===== src/design/issbc_pkg.sv =====
// ----------------------------------------------------------------------------
// IMU sample scale and bias calibration package
// Shared constants, scale tables and controller/datapath command types.
// ----------------------------------------------------------------------------
`default_nettype none

package issbc_pkg;

  // Fixed-point formats
  localparam int RESULT_FRAC_BITS = 16;
  localparam int SCALE_FRAC_BITS  = 32;
  localparam int TABLE_FRAC_BITS  = 40;
  localparam int BIAS_FRAC_BITS   = 16;
  localparam int SCALE_SHIFT      = TABLE_FRAC_BITS - SCALE_FRAC_BITS;

  // Datapath widths
  localparam int RAW_W   = 16;
  localparam int SUM_W   = 33;
  localparam int DIFF_W  = SUM_W + 1;
  localparam int MAG_W   = 33;
  localparam int SCALE_W = 25;
  localparam int PROD_W  = MAG_W + SCALE_W;
  localparam int OUT_W   = 25;
  localparam int CNT_W   = 16;
  localparam int NUM_W   = 32 + BIAS_FRAC_BITS;
  localparam int DIV_STEPS = NUM_W;
  localparam int DIV_CNT_W = $clog2(DIV_STEPS);

  // Output rounding shifts
  localparam int ACCEL_SHIFT = SCALE_FRAC_BITS - RESULT_FRAC_BITS;
  localparam int GYRO_SHIFT  = BIAS_FRAC_BITS + SCALE_FRAC_BITS - RESULT_FRAC_BITS;
  localparam logic [PROD_W:0] ACCEL_RND = (PROD_W + 1)'(64'd1 << (ACCEL_SHIFT - 1));
  localparam logic [PROD_W:0] GYRO_RND  = (PROD_W + 1)'(64'd1 << (GYRO_SHIFT - 1));

  // Saturation bounds (magnitudes)
  localparam logic [PROD_W:0] OUT_MAX_POS = (PROD_W + 1)'((64'd1 << (OUT_W - 1)) - 64'd1);
  localparam logic [PROD_W:0] OUT_MAX_NEG = (PROD_W + 1)'(64'd1 << (OUT_W - 1));

  // Register indexes
  localparam logic [1:0] REG_ACCEL_RANGE = 2'd0;
  localparam logic [1:0] REG_GYRO_RANGE  = 2'd1;
  localparam logic [1:0] REG_CALIB_COUNT = 2'd2;

  // Frame source codes
  localparam logic MODE_ACCEL = 1'b0;
  localparam logic MODE_GYRO  = 1'b1;

  // Register reset values
  localparam logic [1:0]       ACCEL_RANGE_RST = 2'd3;
  localparam logic [2:0]       GYRO_RANGE_RST  = 3'd4;
  localparam logic [2:0]       GYRO_RANGE_MAX  = 3'd4;
  localparam logic [CNT_W-1:0] CALIB_COUNT_RST = '0;

  // Scale tables with 40 fractional bits
  // accel: g * 9.80665 / 32768 for 3, 6, 12, 24 g
  localparam logic [TABLE_FRAC_BITS-1:0] ACCEL_TBL [4] = '{
    40'd987169712, 40'd1974339423, 40'd3948678847, 40'd7897357694
  };
  // gyro: dps * pi / 180 / 32768 for 125 .. 2000 deg/s
  localparam logic [TABLE_FRAC_BITS-1:0] GYRO_TBL [5] = '{
    40'd73204415, 40'd146408829, 40'd292817659, 40'd585635317, 40'd1171270634
  };

  // Round a table entry to the scale format, ties up
  function automatic logic [SCALE_W-1:0] scale_round(input logic [TABLE_FRAC_BITS-1:0] t);
    logic [TABLE_FRAC_BITS:0] s;
    s = {1'b0, t} + (TABLE_FRAC_BITS + 1)'(64'd1 << (SCALE_SHIFT - 1));
    return SCALE_W'(s >> SCALE_SHIFT);
  endfunction

  // Controller commands to the datapath
  typedef struct packed {
    logic       latch;
    logic       acc;
    logic       div_load;
    logic       div_step;
    logic       div_store;
    logic       mag;
    logic       mul;
    logic       fin;
    logic       out_load;
    logic [1:0] axis;
  } issbc_cmd_t;

  // Datapath status to the controller
  typedef struct packed {
    logic gyro;
    logic calib_active;
    logic calib_last;
  } issbc_sts_t;

endpackage

`default_nettype wire


===== src/design/issbc_if.sv =====
// ----------------------------------------------------------------------------
// IMU sample scale and bias calibration channel interfaces
// Valid/ready channels for raw frames in and scaled results out.
// ----------------------------------------------------------------------------
`default_nettype none

interface issbc_in_if;
  logic       valid;
  logic       ready;
  logic       mode;
  logic [7:0] x_low_byte;
  logic [7:0] x_high_byte;
  logic [7:0] y_low_byte;
  logic [7:0] y_high_byte;
  logic [7:0] z_low_byte;
  logic [7:0] z_high_byte;

  modport source (
    output valid, mode, x_low_byte, x_high_byte, y_low_byte, y_high_byte,
           z_low_byte, z_high_byte,
    input  ready
  );
  modport sink (
    input  valid, mode, x_low_byte, x_high_byte, y_low_byte, y_high_byte,
           z_low_byte, z_high_byte,
    output ready
  );
endinterface

interface issbc_out_if;
  logic               valid;
  logic               ready;
  logic               source_kind;
  logic signed [24:0] x_value;
  logic signed [24:0] y_value;
  logic signed [24:0] z_value;

  modport source (
    output valid, source_kind, x_value, y_value, z_value,
    input  ready
  );
  modport sink (
    input  valid, source_kind, x_value, y_value, z_value,
    output ready
  );
endinterface

`default_nettype wire


===== src/design/imu_sample_scale_bias_calibrate.sv =====
// Sequence: a result frame is latched, sorted, scaled axis by axis (magnitude, product,
// rounded result) and loaded into the output word; a calibration frame is latched, sorted and
// accumulated, and the last one then runs the bit-serial bias divider (48 steps per axis, three
// axes in turn). One frame is in work at a time: a new frame waits until the last is done.
// Reset (rst_n low, synchronous): ranges go to 24 g and 2000 deg/s, calibration count,
// frame count, sums and biases to zero; no output word is pending.
// ----------------------------------------------------------------------------
// IMU sample scale and bias calibration top level
// Scales accelerometer and gyroscope frames to Q16 with gyro bias removal.
// ----------------------------------------------------------------------------
`default_nettype none

module imu_sample_scale_bias_calibrate
  import issbc_pkg::*;
(
  input  wire logic             clk,
  input  wire logic             rst_n,
  input  wire logic             cfg_we,
  input  wire logic [1:0]       cfg_index,
  input  wire logic [CNT_W-1:0] cfg_data,
  issbc_in_if.sink              in_ch,
  issbc_out_if.source           out_ch
);

  issbc_cmd_t cmd;
  issbc_sts_t sts;

  // Sequence each frame
  issbc_ctrl u_ctrl (
    .clk       (clk),
    .rst_n     (rst_n),
    .in_valid  (in_ch.valid),
    .in_ready  (in_ch.ready),
    .out_valid (out_ch.valid),
    .out_ready (out_ch.ready),
    .sts       (sts),
    .cmd       (cmd)
  );

  // Arithmetic and state
  issbc_dp u_dp (
    .clk             (clk),
    .rst_n           (rst_n),
    .cfg_we          (cfg_we),
    .cfg_index       (cfg_index),
    .cfg_data        (cfg_data),
    .in_mode         (in_ch.mode),
    .in_x_low_byte   (in_ch.x_low_byte),
    .in_x_high_byte  (in_ch.x_high_byte),
    .in_y_low_byte   (in_ch.y_low_byte),
    .in_y_high_byte  (in_ch.y_high_byte),
    .in_z_low_byte   (in_ch.z_low_byte),
    .in_z_high_byte  (in_ch.z_high_byte),
    .cmd             (cmd),
    .sts             (sts),
    .out_source_kind (out_ch.source_kind),
    .out_x_value     (out_ch.x_value),
    .out_y_value     (out_ch.y_value),
    .out_z_value     (out_ch.z_value)
  );

endmodule

`default_nettype wire


===== src/design/issbc_ctrl.sv =====
// ----------------------------------------------------------------------------
// IMU sample scale and bias calibration controller
// Sequences frame intake, bias accumulation, bias division and scaling.
// ----------------------------------------------------------------------------
`default_nettype none

module issbc_ctrl
  import issbc_pkg::*;
(
  input  wire logic       clk,
  input  wire logic       rst_n,
  input  wire logic       in_valid,
  output logic            in_ready,
  output logic            out_valid,
  input  wire logic       out_ready,
  input  wire issbc_sts_t sts,
  output issbc_cmd_t      cmd
);

  typedef enum logic [9:0] {
    S_IDLE      = 10'b0000000001,
    S_SORT      = 10'b0000000010,
    S_ACC       = 10'b0000000100,
    S_DIV_LOAD  = 10'b0000001000,
    S_DIV_STEP  = 10'b0000010000,
    S_DIV_STORE = 10'b0000100000,
    S_MAG       = 10'b0001000000,
    S_MUL       = 10'b0010000000,
    S_FIN       = 10'b0100000000,
    S_OUT       = 10'b1000000000
  } state_t;

  localparam logic [1:0]           AXIS_LAST = 2'd2;
  localparam logic [DIV_CNT_W-1:0] DIV_LAST  = DIV_CNT_W'(DIV_STEPS - 1);

  state_t               state_r, state_nxt;
  logic [1:0]           axis_r, axis_nxt;
  logic [DIV_CNT_W-1:0] div_cnt_r, div_cnt_nxt;
  logic                 out_valid_r, out_valid_nxt;
  logic                 out_free;

  assign in_ready  = (state_r == S_IDLE);
  assign out_valid = out_valid_r;
  assign out_free  = !out_valid_r || out_ready;

  // Next state and commands
  always_comb begin
    state_nxt   = state_r;
    axis_nxt    = axis_r;
    div_cnt_nxt = div_cnt_r;
    cmd         = '0;
    cmd.axis    = axis_r;
    case (state_r)
      S_IDLE: begin
        if (in_valid) begin
          cmd.latch = 1'b1;
          state_nxt = S_SORT;
        end
      end
      S_SORT: begin
        axis_nxt = '0;
        if (sts.gyro && sts.calib_active) begin
          state_nxt = S_ACC;
        end else begin
          state_nxt = S_MAG;
        end
      end
      S_ACC: begin
        cmd.acc = 1'b1;
        if (sts.calib_last) begin
          state_nxt = S_DIV_LOAD;
        end else begin
          state_nxt = S_IDLE;
        end
      end
      S_DIV_LOAD: begin
        cmd.div_load = 1'b1;
        div_cnt_nxt  = '0;
        state_nxt    = S_DIV_STEP;
      end
      S_DIV_STEP: begin
        cmd.div_step = 1'b1;
        div_cnt_nxt  = div_cnt_r + 1'b1;
        if (div_cnt_r == DIV_LAST) begin
          state_nxt = S_DIV_STORE;
        end
      end
      S_DIV_STORE: begin
        cmd.div_store = 1'b1;
        if (axis_r == AXIS_LAST) begin
          state_nxt = S_IDLE;
        end else begin
          axis_nxt  = axis_r + 1'b1;
          state_nxt = S_DIV_LOAD;
        end
      end
      S_MAG: begin
        cmd.mag   = 1'b1;
        state_nxt = S_MUL;
      end
      S_MUL: begin
        cmd.mul   = 1'b1;
        state_nxt = S_FIN;
      end
      S_FIN: begin
        cmd.fin = 1'b1;
        if (axis_r == AXIS_LAST) begin
          state_nxt = S_OUT;
        end else begin
          axis_nxt  = axis_r + 1'b1;
          state_nxt = S_MAG;
        end
      end
      S_OUT: begin
        if (out_free) begin
          cmd.out_load = 1'b1;
          state_nxt    = S_IDLE;
        end
      end
      default: begin
        state_nxt = S_IDLE;
      end
    endcase
  end

  // Hold the output word until the sink takes it
  always_comb begin
    out_valid_nxt = out_valid_r;
    if (out_valid_r && out_ready) begin
      out_valid_nxt = 1'b0;
    end
    if (cmd.out_load) begin
      out_valid_nxt = 1'b1;
    end
  end

  // Advance control state
  always_ff @(posedge clk) begin
    if (!rst_n) begin
      state_r     <= S_IDLE;
      axis_r      <= '0;
      div_cnt_r   <= '0;
      out_valid_r <= 1'b0;
    end else begin
      state_r     <= state_nxt;
      axis_r      <= axis_nxt;
      div_cnt_r   <= div_cnt_nxt;
      out_valid_r <= out_valid_nxt;
    end
  end

endmodule

`default_nettype wire


===== src/design/issbc_dp.sv =====
// ----------------------------------------------------------------------------
// IMU sample scale and bias calibration datapath
// Config registers, bias sums, bit-serial bias divider, scaling multiplier.
// ----------------------------------------------------------------------------
`default_nettype none

module issbc_dp
  import issbc_pkg::*;
(
  input  wire logic                clk,
  input  wire logic                rst_n,
  input  wire logic                cfg_we,
  input  wire logic [1:0]          cfg_index,
  input  wire logic [CNT_W-1:0]    cfg_data,
  input  wire logic                in_mode,
  input  wire logic [7:0]          in_x_low_byte,
  input  wire logic [7:0]          in_x_high_byte,
  input  wire logic [7:0]          in_y_low_byte,
  input  wire logic [7:0]          in_y_high_byte,
  input  wire logic [7:0]          in_z_low_byte,
  input  wire logic [7:0]          in_z_high_byte,
  input  wire issbc_cmd_t          cmd,
  output issbc_sts_t               sts,
  output logic                     out_source_kind,
  output logic signed [OUT_W-1:0]  out_x_value,
  output logic signed [OUT_W-1:0]  out_y_value,
  output logic signed [OUT_W-1:0]  out_z_value
);

  // Configuration
  logic [1:0]       accel_sel_r;
  logic [2:0]       gyro_sel_r;
  logic [CNT_W-1:0] calib_cnt_r;

  // Calibration state
  logic [CNT_W-1:0]        fc_r;
  logic signed [SUM_W-1:0] sum_r  [3];
  logic signed [SUM_W-1:0] bias_r [3];

  // Frame and working registers
  logic                    mode_r;
  logic signed [RAW_W-1:0] raw_r [3];
  logic [NUM_W-1:0]        div_q_r;
  logic [CNT_W-1:0]        div_rem_r;
  logic                    div_neg_r;
  logic [MAG_W-1:0]        mag_r;
  logic                    neg_r;
  logic [PROD_W-1:0]       prod_r;
  logic signed [OUT_W-1:0] res_r [3];
  logic                    out_kind_r;
  logic signed [OUT_W-1:0] out_x_r, out_y_r, out_z_r;

  // Combinational helpers
  logic signed [SUM_W-1:0]  sum_sel;
  logic [SUM_W-1:0]         sum_abs;
  logic [NUM_W-1:0]         div_num;
  logic [CNT_W:0]           div_trial;
  logic                     div_ge;
  logic [CNT_W:0]           div_diff;
  logic [SUM_W-1:0]         quo;
  logic signed [DIFF_W-1:0] diff;
  logic [DIFF_W-1:0]        diff_abs;
  logic [2:0]               gyro_sel;
  logic [SCALE_W-1:0]       scale;
  logic [PROD_W:0]          rnd_sum;
  logic [PROD_W:0]          rnd_q;
  logic [OUT_W-1:0]         sat_mag;
  logic signed [OUT_W-1:0]  res_nxt;

  assign sts.gyro         = (mode_r == MODE_GYRO);
  assign sts.calib_active = (fc_r < calib_cnt_r);
  assign sts.calib_last   = ({1'b0, fc_r} + 1'b1) == {1'b0, calib_cnt_r};

  // Write configuration registers
  always_ff @(posedge clk) begin
    if (!rst_n) begin
      accel_sel_r <= ACCEL_RANGE_RST;
      gyro_sel_r  <= GYRO_RANGE_RST;
      calib_cnt_r <= CALIB_COUNT_RST;
    end else if (cfg_we) begin
      case (cfg_index)
        REG_ACCEL_RANGE: accel_sel_r <= cfg_data[1:0];
        REG_GYRO_RANGE:  gyro_sel_r  <= cfg_data[2:0];
        REG_CALIB_COUNT: calib_cnt_r <= cfg_data;
        default: ;
      endcase
    end
  end

  // Latch the frame and form the signed axes
  always_ff @(posedge clk) begin
    if (cmd.latch) begin
      mode_r   <= in_mode;
      raw_r[0] <= {in_x_high_byte, in_x_low_byte};
      raw_r[1] <= {in_y_high_byte, in_y_low_byte};
      raw_r[2] <= {in_z_high_byte, in_z_low_byte};
    end
  end

  // Divider numerator: |sum| in Q16 plus half the count for rounding
  assign sum_sel = sum_r[cmd.axis];
  assign sum_abs = sum_sel[SUM_W-1] ? SUM_W'(-sum_sel) : SUM_W'(sum_sel);
  assign div_num = {sum_abs[31:0], {BIAS_FRAC_BITS{1'b0}}} + NUM_W'(fc_r >> 1);

  // One restoring division step per cycle
  assign div_trial = {div_rem_r, div_q_r[NUM_W-1]};
  assign div_ge    = (div_trial >= {1'b0, fc_r});
  assign div_diff  = div_trial - {1'b0, fc_r};
  assign quo       = div_q_r[SUM_W-1:0];

  // Accumulate sums and run the bias division
  always_ff @(posedge clk) begin
    if (!rst_n) begin
      fc_r <= '0;
      for (int i = 0; i < 3; i++) begin
        sum_r[i]  <= '0;
        bias_r[i] <= '0;
      end
    end else begin
      if (cmd.acc) begin
        fc_r <= fc_r + 1'b1;
        for (int i = 0; i < 3; i++) begin
          sum_r[i] <= sum_r[i] + SUM_W'(raw_r[i]);
        end
      end
      if (cmd.div_store) begin
        bias_r[cmd.axis] <= div_neg_r ? SUM_W'(-quo) : quo;
      end
    end
  end

  always_ff @(posedge clk) begin
    if (cmd.div_load) begin
      div_q_r   <= div_num;
      div_rem_r <= '0;
      div_neg_r <= sum_sel[SUM_W-1];
    end else if (cmd.div_step) begin
      div_q_r   <= {div_q_r[NUM_W-2:0], div_ge};
      div_rem_r <= div_ge ? div_diff[CNT_W-1:0] : div_trial[CNT_W-1:0];
    end
  end

  // Sign and magnitude of the value to scale
  always_comb begin
    if (mode_r == MODE_GYRO) begin
      diff = DIFF_W'($signed({raw_r[cmd.axis], {BIAS_FRAC_BITS{1'b0}}}))
             - DIFF_W'(bias_r[cmd.axis]);
    end else begin
      diff = DIFF_W'(raw_r[cmd.axis]);
    end
    diff_abs = diff[DIFF_W-1] ? DIFF_W'(-diff) : DIFF_W'(diff);
  end

  // Pick the scale for the frame source
  assign gyro_sel = (gyro_sel_r > GYRO_RANGE_MAX) ? GYRO_RANGE_MAX : gyro_sel_r;
  assign scale    = (mode_r == MODE_GYRO) ? scale_round(GYRO_TBL[gyro_sel])
                                          : scale_round(ACCEL_TBL[accel_sel_r]);

  // Round to nearest (ties away from zero on the magnitude) and saturate
  always_comb begin
    if (mode_r == MODE_GYRO) begin
      rnd_sum = {1'b0, prod_r} + GYRO_RND;
      rnd_q   = rnd_sum >> GYRO_SHIFT;
    end else begin
      rnd_sum = {1'b0, prod_r} + ACCEL_RND;
      rnd_q   = rnd_sum >> ACCEL_SHIFT;
    end
    if (neg_r) begin
      sat_mag = (rnd_q > OUT_MAX_NEG) ? OUT_W'(OUT_MAX_NEG) : rnd_q[OUT_W-1:0];
      res_nxt = OUT_W'(-sat_mag);
    end else begin
      sat_mag = (rnd_q > OUT_MAX_POS) ? OUT_W'(OUT_MAX_POS) : rnd_q[OUT_W-1:0];
      res_nxt = sat_mag;
    end
  end

  // Scaling pipeline: magnitude, product, rounded result
  always_ff @(posedge clk) begin
    if (cmd.mag) begin
      mag_r <= diff_abs[MAG_W-1:0];
      neg_r <= diff[DIFF_W-1];
    end
    if (cmd.mul) begin
      prod_r <= mag_r * scale;
    end
    if (cmd.fin) begin
      res_r[cmd.axis] <= res_nxt;
    end
  end

  // Output word register
  always_ff @(posedge clk) begin
    if (cmd.out_load) begin
      out_kind_r <= mode_r;
      out_x_r    <= res_r[0];
      out_y_r    <= res_r[1];
      out_z_r    <= res_r[2];
    end
  end

  assign out_source_kind = out_kind_r;
  assign out_x_value     = out_x_r;
  assign out_y_value     = out_y_r;
  assign out_z_value     = out_z_r;

endmodule

`default_nettype wire


===== src/flat_wrapper.sv =====
// flat-port wrapper written by rule: the top's interface ports become plain ports
module imu_sample_scale_bias_calibrate_flat import issbc_pkg::*;
  (clk, rst_n, cfg_we, cfg_index, cfg_data, in_ch_valid, in_ch_mode, in_ch_x_low_byte, in_ch_x_high_byte, in_ch_y_low_byte, in_ch_y_high_byte, in_ch_z_low_byte, in_ch_z_high_byte, in_ch_ready, out_ch_valid, out_ch_source_kind, out_ch_x_value, out_ch_y_value, out_ch_z_value, out_ch_ready);
  issbc_in_if in_ch_i ();
  issbc_out_if out_ch_i ();
  input  wire logic clk;
  input  wire logic rst_n;
  input  wire logic cfg_we;
  input  wire logic [1:0] cfg_index;
  input  wire logic [CNT_W-1:0] cfg_data;
  input wire logic [$bits(in_ch_i.valid)-1:0] in_ch_valid;
  input wire logic [$bits(in_ch_i.mode)-1:0] in_ch_mode;
  input wire logic [$bits(in_ch_i.x_low_byte)-1:0] in_ch_x_low_byte;
  input wire logic [$bits(in_ch_i.x_high_byte)-1:0] in_ch_x_high_byte;
  input wire logic [$bits(in_ch_i.y_low_byte)-1:0] in_ch_y_low_byte;
  input wire logic [$bits(in_ch_i.y_high_byte)-1:0] in_ch_y_high_byte;
  input wire logic [$bits(in_ch_i.z_low_byte)-1:0] in_ch_z_low_byte;
  input wire logic [$bits(in_ch_i.z_high_byte)-1:0] in_ch_z_high_byte;
  output wire logic [$bits(in_ch_i.ready)-1:0] in_ch_ready;
  output wire logic [$bits(out_ch_i.valid)-1:0] out_ch_valid;
  output wire logic [$bits(out_ch_i.source_kind)-1:0] out_ch_source_kind;
  output wire logic [$bits(out_ch_i.x_value)-1:0] out_ch_x_value;
  output wire logic [$bits(out_ch_i.y_value)-1:0] out_ch_y_value;
  output wire logic [$bits(out_ch_i.z_value)-1:0] out_ch_z_value;
  input wire logic [$bits(out_ch_i.ready)-1:0] out_ch_ready;
  assign in_ch_i.valid = in_ch_valid;
  assign in_ch_i.mode = in_ch_mode;
  assign in_ch_i.x_low_byte = in_ch_x_low_byte;
  assign in_ch_i.x_high_byte = in_ch_x_high_byte;
  assign in_ch_i.y_low_byte = in_ch_y_low_byte;
  assign in_ch_i.y_high_byte = in_ch_y_high_byte;
  assign in_ch_i.z_low_byte = in_ch_z_low_byte;
  assign in_ch_i.z_high_byte = in_ch_z_high_byte;
  assign in_ch_ready = in_ch_i.ready;
  assign out_ch_valid = out_ch_i.valid;
  assign out_ch_source_kind = out_ch_i.source_kind;
  assign out_ch_x_value = out_ch_i.x_value;
  assign out_ch_y_value = out_ch_i.y_value;
  assign out_ch_z_value = out_ch_i.z_value;
  assign out_ch_i.ready = out_ch_ready;
  imu_sample_scale_bias_calibrate u_core (.clk(clk), .rst_n(rst_n), .cfg_we(cfg_we), .cfg_index(cfg_index), .cfg_data(cfg_data), .in_ch(in_ch_i), .out_ch(out_ch_i));
endmodule

===== config.mk =====
export PLATFORM = sky130hd
export DESIGN_NAME = imu_sample_scale_bias_calibrate_flat
export DESIGN_NICKNAME = d
export VERILOG_FILES = /design/src/design/issbc_pkg.sv /design/src/design/issbc_if.sv /design/src/design/imu_sample_scale_bias_calibrate.sv /design/src/design/issbc_ctrl.sv /design/src/design/issbc_dp.sv /design/src/flat_wrapper.sv
export SDC_FILE = /design/constraint.sdc
export NUM_CORES = 2
export LEC_CHECK = 0
export ABC_AREA = 0
export BUFFER_PORTS_ARGS = -buffer_cell sky130_fd_sc_hd__buf_2
export CAP_MARGIN = 20
export CORE_ASPECT_RATIO = 0.7
export CORE_MARGIN = 2
export CORE_UTILIZATION = 50
export CTS_BUF_LIST = sky130_fd_sc_hd__clkbuf_4 sky130_fd_sc_hd__clkbuf_8
export CTS_CLUSTER_DIAMETER = 200
export DETAILED_ROUTE_END_ITERATION = 10
export GPL_TIMING_DRIVEN = 0
export PLACE_DENSITY = 0.78
export SYNTH_ARGS = -nofsm -noshare
export SYNTH_HDL_FRONTEND = slang
export SYNTH_SLANG_ARGS = --single-unit

===== constraint.sdc =====
create_clock -name clk -period 11.85 [get_ports clk]
set_input_delay 1.185 -clock clk [delete_from_list [all_inputs] [get_ports clk]]
set_output_delay 1.185 -clock clk [all_outputs]
set_load 0.05 [all_outputs]

* Word-level counts from Yosys, hierarchy flattened
Memories as Yosys holds them, arrays and structs flattened. A register that Yosys moved wholly into a read port is not among the register bits.
Index checks and enable logic that the tools add are counted.
Widths: inputs -> output; s select.
** Word-level totals
- Register bits :: 215
- Logic and storage cells :: 152
- Memories kept :: 5
- Bits of input ports :: 72
- Bits in read-only memories :: 320
- Bits in writable memories :: 321
- Latch bits :: 0
- Output and inout bits :: 78
** Operators by class
- Order comparisons :: 7
- Divide/modulo/power cells :: 0
- Equal/unequal tests :: 19
- $add $sub $neg :: 18
- $mul :: 1
- Mux-type cells :: 65
- Shift-type cells :: 0
- Bitwise logic cells :: 5
- Reductions and logical operators :: 16
** Memories
- (no name shown) :: depth 8, width 40, rd ports 1, clocked after memory_dff 0, write ports 0, line issbc_dp.sv:156 : assign scale = (mode_r == MODE_GYRO) ? scale_round(GYRO_TBL[gyro_sel])
- u_core.u_dp.bias_r :: depth 3, width 33, rd ports 1, clocked after memory_dff 1, write ports 3, line issbc_dp.sv:38 : logic signed [SUM_W-1:0] bias_r [3];
- u_core.u_dp.sum_r :: depth 3, width 33, rd ports 4, clocked after memory_dff 1, write ports 3, line issbc_dp.sv:37 : logic signed [SUM_W-1:0] sum_r [3];
- u_core.u_dp.res_r :: depth 3, width 25, rd ports 3, clocked after memory_dff 3, write ports 1, line issbc_dp.sv:49 : logic signed [OUT_W-1:0] res_r [3];
- u_core.u_dp.raw_r :: depth 3, width 16, rd ports 4, clocked after memory_dff 1, write ports 3, line issbc_dp.sv:42 : logic signed [RAW_W-1:0] raw_r [3];
** Operator list (number)
- $mux 33 :: 10
- $mux 25 :: 4
- $pmux 10 s10 :: 1
- $add 33x16->33 :: 3
- $mux 48 :: 2
- $bmux 40 s2 :: 1
- $add 33x8->33 const B :: 2
- $neg 33->33 :: 2
- $add 58x16->59 const B :: 1
- $add 58x32->59 const B :: 1
- $gt 59x24->1 const B :: 1
- $gt 59x25->1 const B :: 1
- $mul 33x25->58 :: 1
- $add 48x15->48 :: 1
- $mux 43 :: 1
- $mux 10 :: 4
- $mux 34 :: 1
- $sub 32x33->34 :: 1
- $reduce_or 33->1 :: 1
- $mux 32 :: 1
- $neg 32->32 :: 1
- $mux 1 :: 25
- $neg 25->25 :: 1
- $add 16x1->17 const B :: 1
- 42 further kinds :: 63

* Depth between registers and ports, before layout
- Word-level depth :: 9
- Depth in mapped cells :: 43

* Cells and area by module
Synthesis repeated with hierarchy kept, for this count alone.
** Second synthesis, totals
- Cell total of the unflattened synthesis :: 6166
- Area total of the unflattened synthesis :: 60712.0 um^2
** Modules (own cells, without submodules)
- issbc_dp :: cells each 6021, instances 1, area each 59453.3 um^2, sequential area each 17787.1 um^2
- issbc_ctrl :: cells each 145, instances 1, area each 1258.7 um^2, sequential area each 380.4 um^2

* Least setup slack after synthesis
OpenSTA, ideal clock, no wires.
- Kind :: register to register
- From :: register u_core.u_dp.mode_r
- To :: register u_core.u_dp.prod_r[57], data pin
- Clock period less this slack :: 10.423 ns
- Setup time :: 0.260 ns
- Path buffers :: 7
- Data arrival time :: 10.163 ns
- Slack :: 1.427 ns
- Cell stages (with the launch flop) :: 41
- Path through :: edfxtp_1 > clkbuf_1 > buf_2 > buf_1 > clkbuf_1 > buf_2 > nor3_1 > a31oi_1 > clkbuf_1 > ha_1 > nand2_1 > xnor2_1 > a21oi_1 > clkbuf_1 > nand2_1 > fa_1 > inv_1 > fa_1 > [5 not listed] > fa_1 > inv_1 > fa_1 > inv_1 > ha_1 > a21o_1 > a21o_1 > a21oi_1 > a21oi_1 > a211o_1 > or3b_2 > o21ai_0 > o31ai_1 > a221o_1 > and2_1 > o21a_1 > nor2_1 > xnor2_1
** On the way
- Word-level cells in the longest chain between the ends :: 2
** Ends and longest elaborated chain
- start, declared :: line issbc_dp.sv:41 : logic mode_r;
- start signal, assigned :: line issbc_dp.sv:93 : mode_r <= in_mode;
- $mux 25 :: line issbc_dp.sv:156
- $mul 33x25->58 :: line issbc_dp.sv:184 : prod_r <= mag_r * scale;
- end signal, assigned :: line issbc_dp.sv:184
- end, declared :: line issbc_dp.sv:48 : logic [PROD_W-1:0] prod_r;
No other way between the ends.
A chain may end at the register's enable or synchronous reset.

* Final worst setup path
Ends and elaborated chain as after synthesis.

==> run_results.csv <==
group,metric,value,unit
yosys,async_reset_ff_frac,0,
drt,met1_length,75800,um
clock_network,cts_tree,"done",
hold_path,hp-class,"register to register",
hold_path,holdPathStages,0,
worst_setup_path,arrival,12080,ps
yosys,synth_cell_type_count,111,
worst_setup_path,r2r_start,"u_core.u_dp.mode_r",
clock_network,path_clk_slew,70,ps
drt,dr_wl_met2,75800,um
worst_setup_path,critPathMaxStageDelay,860,ps
drt,wl,182000,um
clock_network,cts_max_path_buffers,3,
sta,finalMaxSlewViolations,0,
yosys,postSynthCellCount,6058,
floorplan,die_w,418,um
drt,vias,46300,
grt,grt_pass1_wl,277000,um
grt,grt_max_degree,66,
clock_network,cts_max_level,3,
worst_setup_path,worstPathRequired,12370,ps
drt,route.detailed.drc,0,
clock_network,clock_latency,820,ps
drt,viasPerCell,5.80,
placement,place_area,63200,um2
yosys,avgSynthCellArea,9.91,um2
grt,grt_overflow,0,
worst_setup_path,cp-start-kind,"register",
drt,antenna_left,0,
floorplan,die-area,123000,um2
sta,skew,61.0,ps
floorplan,die_y,294,um
worst_setup_path,r2r_slack,290,ps
sta,worst_slew_pin_slew,1320,ps
job,maxCapViolCount,0,
worst_setup_path,crit_path_max_fanout,11,
worst_setup_path,path_class,"register to register",
sta,period_needed,11560,ps
drt,dr.pass1.iters,8,
cells_and_area,nets,7485,
sta,fin_crit_sh,0.975,
yosys,synthFlopType,"edfxtp_1",
placement,hpwl,146000,um
sta,setup_violations,0,
run_status,status,"finished clean",
worst_setup_path,r2r_end,"u_core.u_dp.prod_r[57]",
yosys,seq_area_frac_synth,0.303,
placement,routabilityCongestion,1.03,
yosys,syn-cell-area,60100,um2
sta,fmax,0.0865,GHz
floorplan,ios,150,
drt,top_layer,"met5",
drt,wl_per_cell,22.8,um
placement,numPortBuffers,148,
drt,wl_met3,24000,um
hold_path,holdPathEnd,"out_ch_y_value[21]",
clock_network,clock-root-buffer,"clkbuf_8",
worst_setup_path,worstSetupEndpointType,"register",
grt,grt_pass1_vias,46400,
floorplan,start_util,0.504,
yosys,synth_area_leaders,"edfxtp_1, fa_1, ha_1",
yosys,yosysWarnings,0,
grt,track_usage,0.298,
cells_and_area,design_area,65200,um2
cells_and_area,synthToLayoutAreaGrowth,8.57,%
sta,finalHoldViolCount,0,
floorplan,num_rows,106,
worst_setup_path,slowest_stage,"a21oi_1",
floorplan,core-area,119000,um2
clock_network,numCtsBuffers,95,
grt,antenna_found_initial,11,
clock_network,clkSinkCount,631,
worst_setup_path,r2r_cells,32,
hold_path,hp-start,"u_core.u_dp.res_r[1][21]",
yosys,synth_edf_count,557,
drt,drt_iter0_markers,5490,
sta,rsz0062_at_grt,"no",
worst_setup_path,path_common_cell,"fa_1",
yosys,yosysTopAreaCellShare,0.278,
cells_and_area,drive_above_1_share,0.0770,
yosys,synth-seq-cells,631,
yosys,synth_area_leader_cell,"edfxtp_1",
sta,maxSlewHeadroom,0.118,
clock_network,cts_hold_buf,0,
==> worst max path at each step <==
stage,depth (start not counted),start,endpoint
floorplan,40,u_core.u_dp.mode_r,u_core.u_dp.prod_r[57]
global placement,38,u_core.u_dp.mode_r,u_core.u_dp.prod_r[57]
detailed placement,40,u_core.u_dp.mode_r,u_core.u_dp.prod_r[57]
CTS,38,u_core.u_dp.mode_r,u_core.u_dp.prod_r[57]
global route,37,u_core.u_dp.mode_r,u_core.u_dp.prod_r[57]
finish,32,u_core.u_dp.mode_r,u_core.u_dp.prod_r[57]
==> sequential cells by signal, indices dropped and copies added (netlist names), 6 cells and up, named ones only <==
name and cells:
out_ch_y_value 25, out_ch_z_value 25, u_core.u_dp.div_q_r 48, u_core.u_dp.sum_r 99, out_ch_x_value 25, u_core.u_dp.mag_r 33
u_core.u_dp.div_rem_r 16, u_core.u_dp.bias_r 132, u_core.u_dp.raw_r 48, u_core.u_dp.res_r 75, u_core.u_ctrl.div_cnt_r 6, u_core.u_ctrl.state_r 10
u_core.u_dp.prod_r 43, u_core.u_dp.calib_cnt_r 16, u_core.u_dp.fc_r 16
==> cells in the mapped netlist, types with 9 or more instances <==
cell      instances
or2_2            13
nand2_1         797
o21bai_1         13
buf_2            19
xnor2_1         188
nor2_1          397
xor2_1          146
a21boi_0         33
inv_1           869
and4_1           12
a31oi_1          37
mux2i_1          88
nand2b_1         39
and2_1          271
a211oi_1         18
nand3_1          71
buf_1            12
edfxtp_1        557
mux2_2           11
nor3_1           81
a21o_1           80
nor4_1           20
o21ai_0         198
dfxtp_1          74
and3_1           61
o31ai_1          16
mux4_2           33
nor3b_1          13
a21oi_1         215
fa_1            680
ha_1            383
nand4_1          45
or3_1            18
clkbuf_1        222
a41oi_1           9
o211ai_1         13
o21a_1           49
nor2b_1          83
==> kinds of logic after synthesis <==
group                    synth area share
buffers and inverters              0.0719
AO/OA/AOI/OAI                      0.0825
AND/OR/NAND/NOR                     0.158
XOR/XNOR                           0.0487
adder cells (fa/ha/maj)             0.306
flip-flops                          0.303
other                            0.000125
multiplexers                       0.0297
==> cell usage in the layout (no fill, tap or decap), types with 13 or more instances in the layout <==
master	instances
inv_1	867
nand2_1	794
fa_1	680
edfxtp_1	557
nor2_1	396
ha_1	383
and2_1	268
a21oi_1	213
clkbuf_1	211
o21ai_0	197
xnor2_1	188
buf_2	167
xor2_1	146
clkbuf_8	98
mux2i_1	88
nor2b_1	82
nor3_1	81
a21o_1	80
dfxtp_1	73
nand3_1	71
and3_1	60
o21a_1	49
nand4_1	45
nand2b_1	38
a31oi_1	36
mux4_2	33
a21boi_0	33
conb_1	33
clkbuf_4	32
nor4_1	20
or3_1	18
a211oi_1	18
clkinv_1	16
o31ai_1	15
clkinv_2	15
or2_2	13
o21bai_1	13
o211ai_1	13
==> through the flow <==
stage               utilization  std cells  hold slack (ps)  setup WS (ps)  TNS [ps]
finish                    0.547       7996              395            291         0
global placement          0.527       7803              401          -3600   -100950
floorplan                     -       6089              400           1430         0
detailed placement        0.530       7819              405          -3670   -106120
CTS                       0.546       7991              394           22.0         0
global route              0.547       7994              406           4.03         0
==> area by class of cell <==
cell class                 instances  area (um2)
timing repair buffer             169        1050
fill                           10400       54000
antenna                            5        12.5
inverter                         872        3280
multi-input combinational       4323       37700
buffer                           258        1050
tap                             1566        1960
clock inverter                    43         327
sequential                       631       18200
clock buffer                     129        1580
==> what timing repair did <==
action / in CTS / in global routing
endpoints found under the setup margin: 43 / 22
gates resized for setup: 18 / 10
buffers inserted: 3 / 0
==> worst max-delay path, delay by kind of cell, from the launching register on <==
| kind | cells | cell delay (ps) |
|---|---|---|
| AO/OA/AOI/OAI | 10 | 2990 |
| adder cells (fa/ha/maj) | 8 | 4230 |
| XOR/XNOR | 1 | 70 |
| buffers and inverters | 9 | 2570 |
| flip-flops | 1 | 410 |
| AND/OR/NAND/NOR | 4 | 1000 |
==> routing by layer <==
layer	up-vias	track usage
li1	20400	-
met3	375	0.0999
met2	2654	0.425
met1	22900	0.424
met5	-	0
met4	12	0.0963
Power is not shown: default switching activity piles up to over one toggle a cycle in this logic, so the estimate is an artifact.
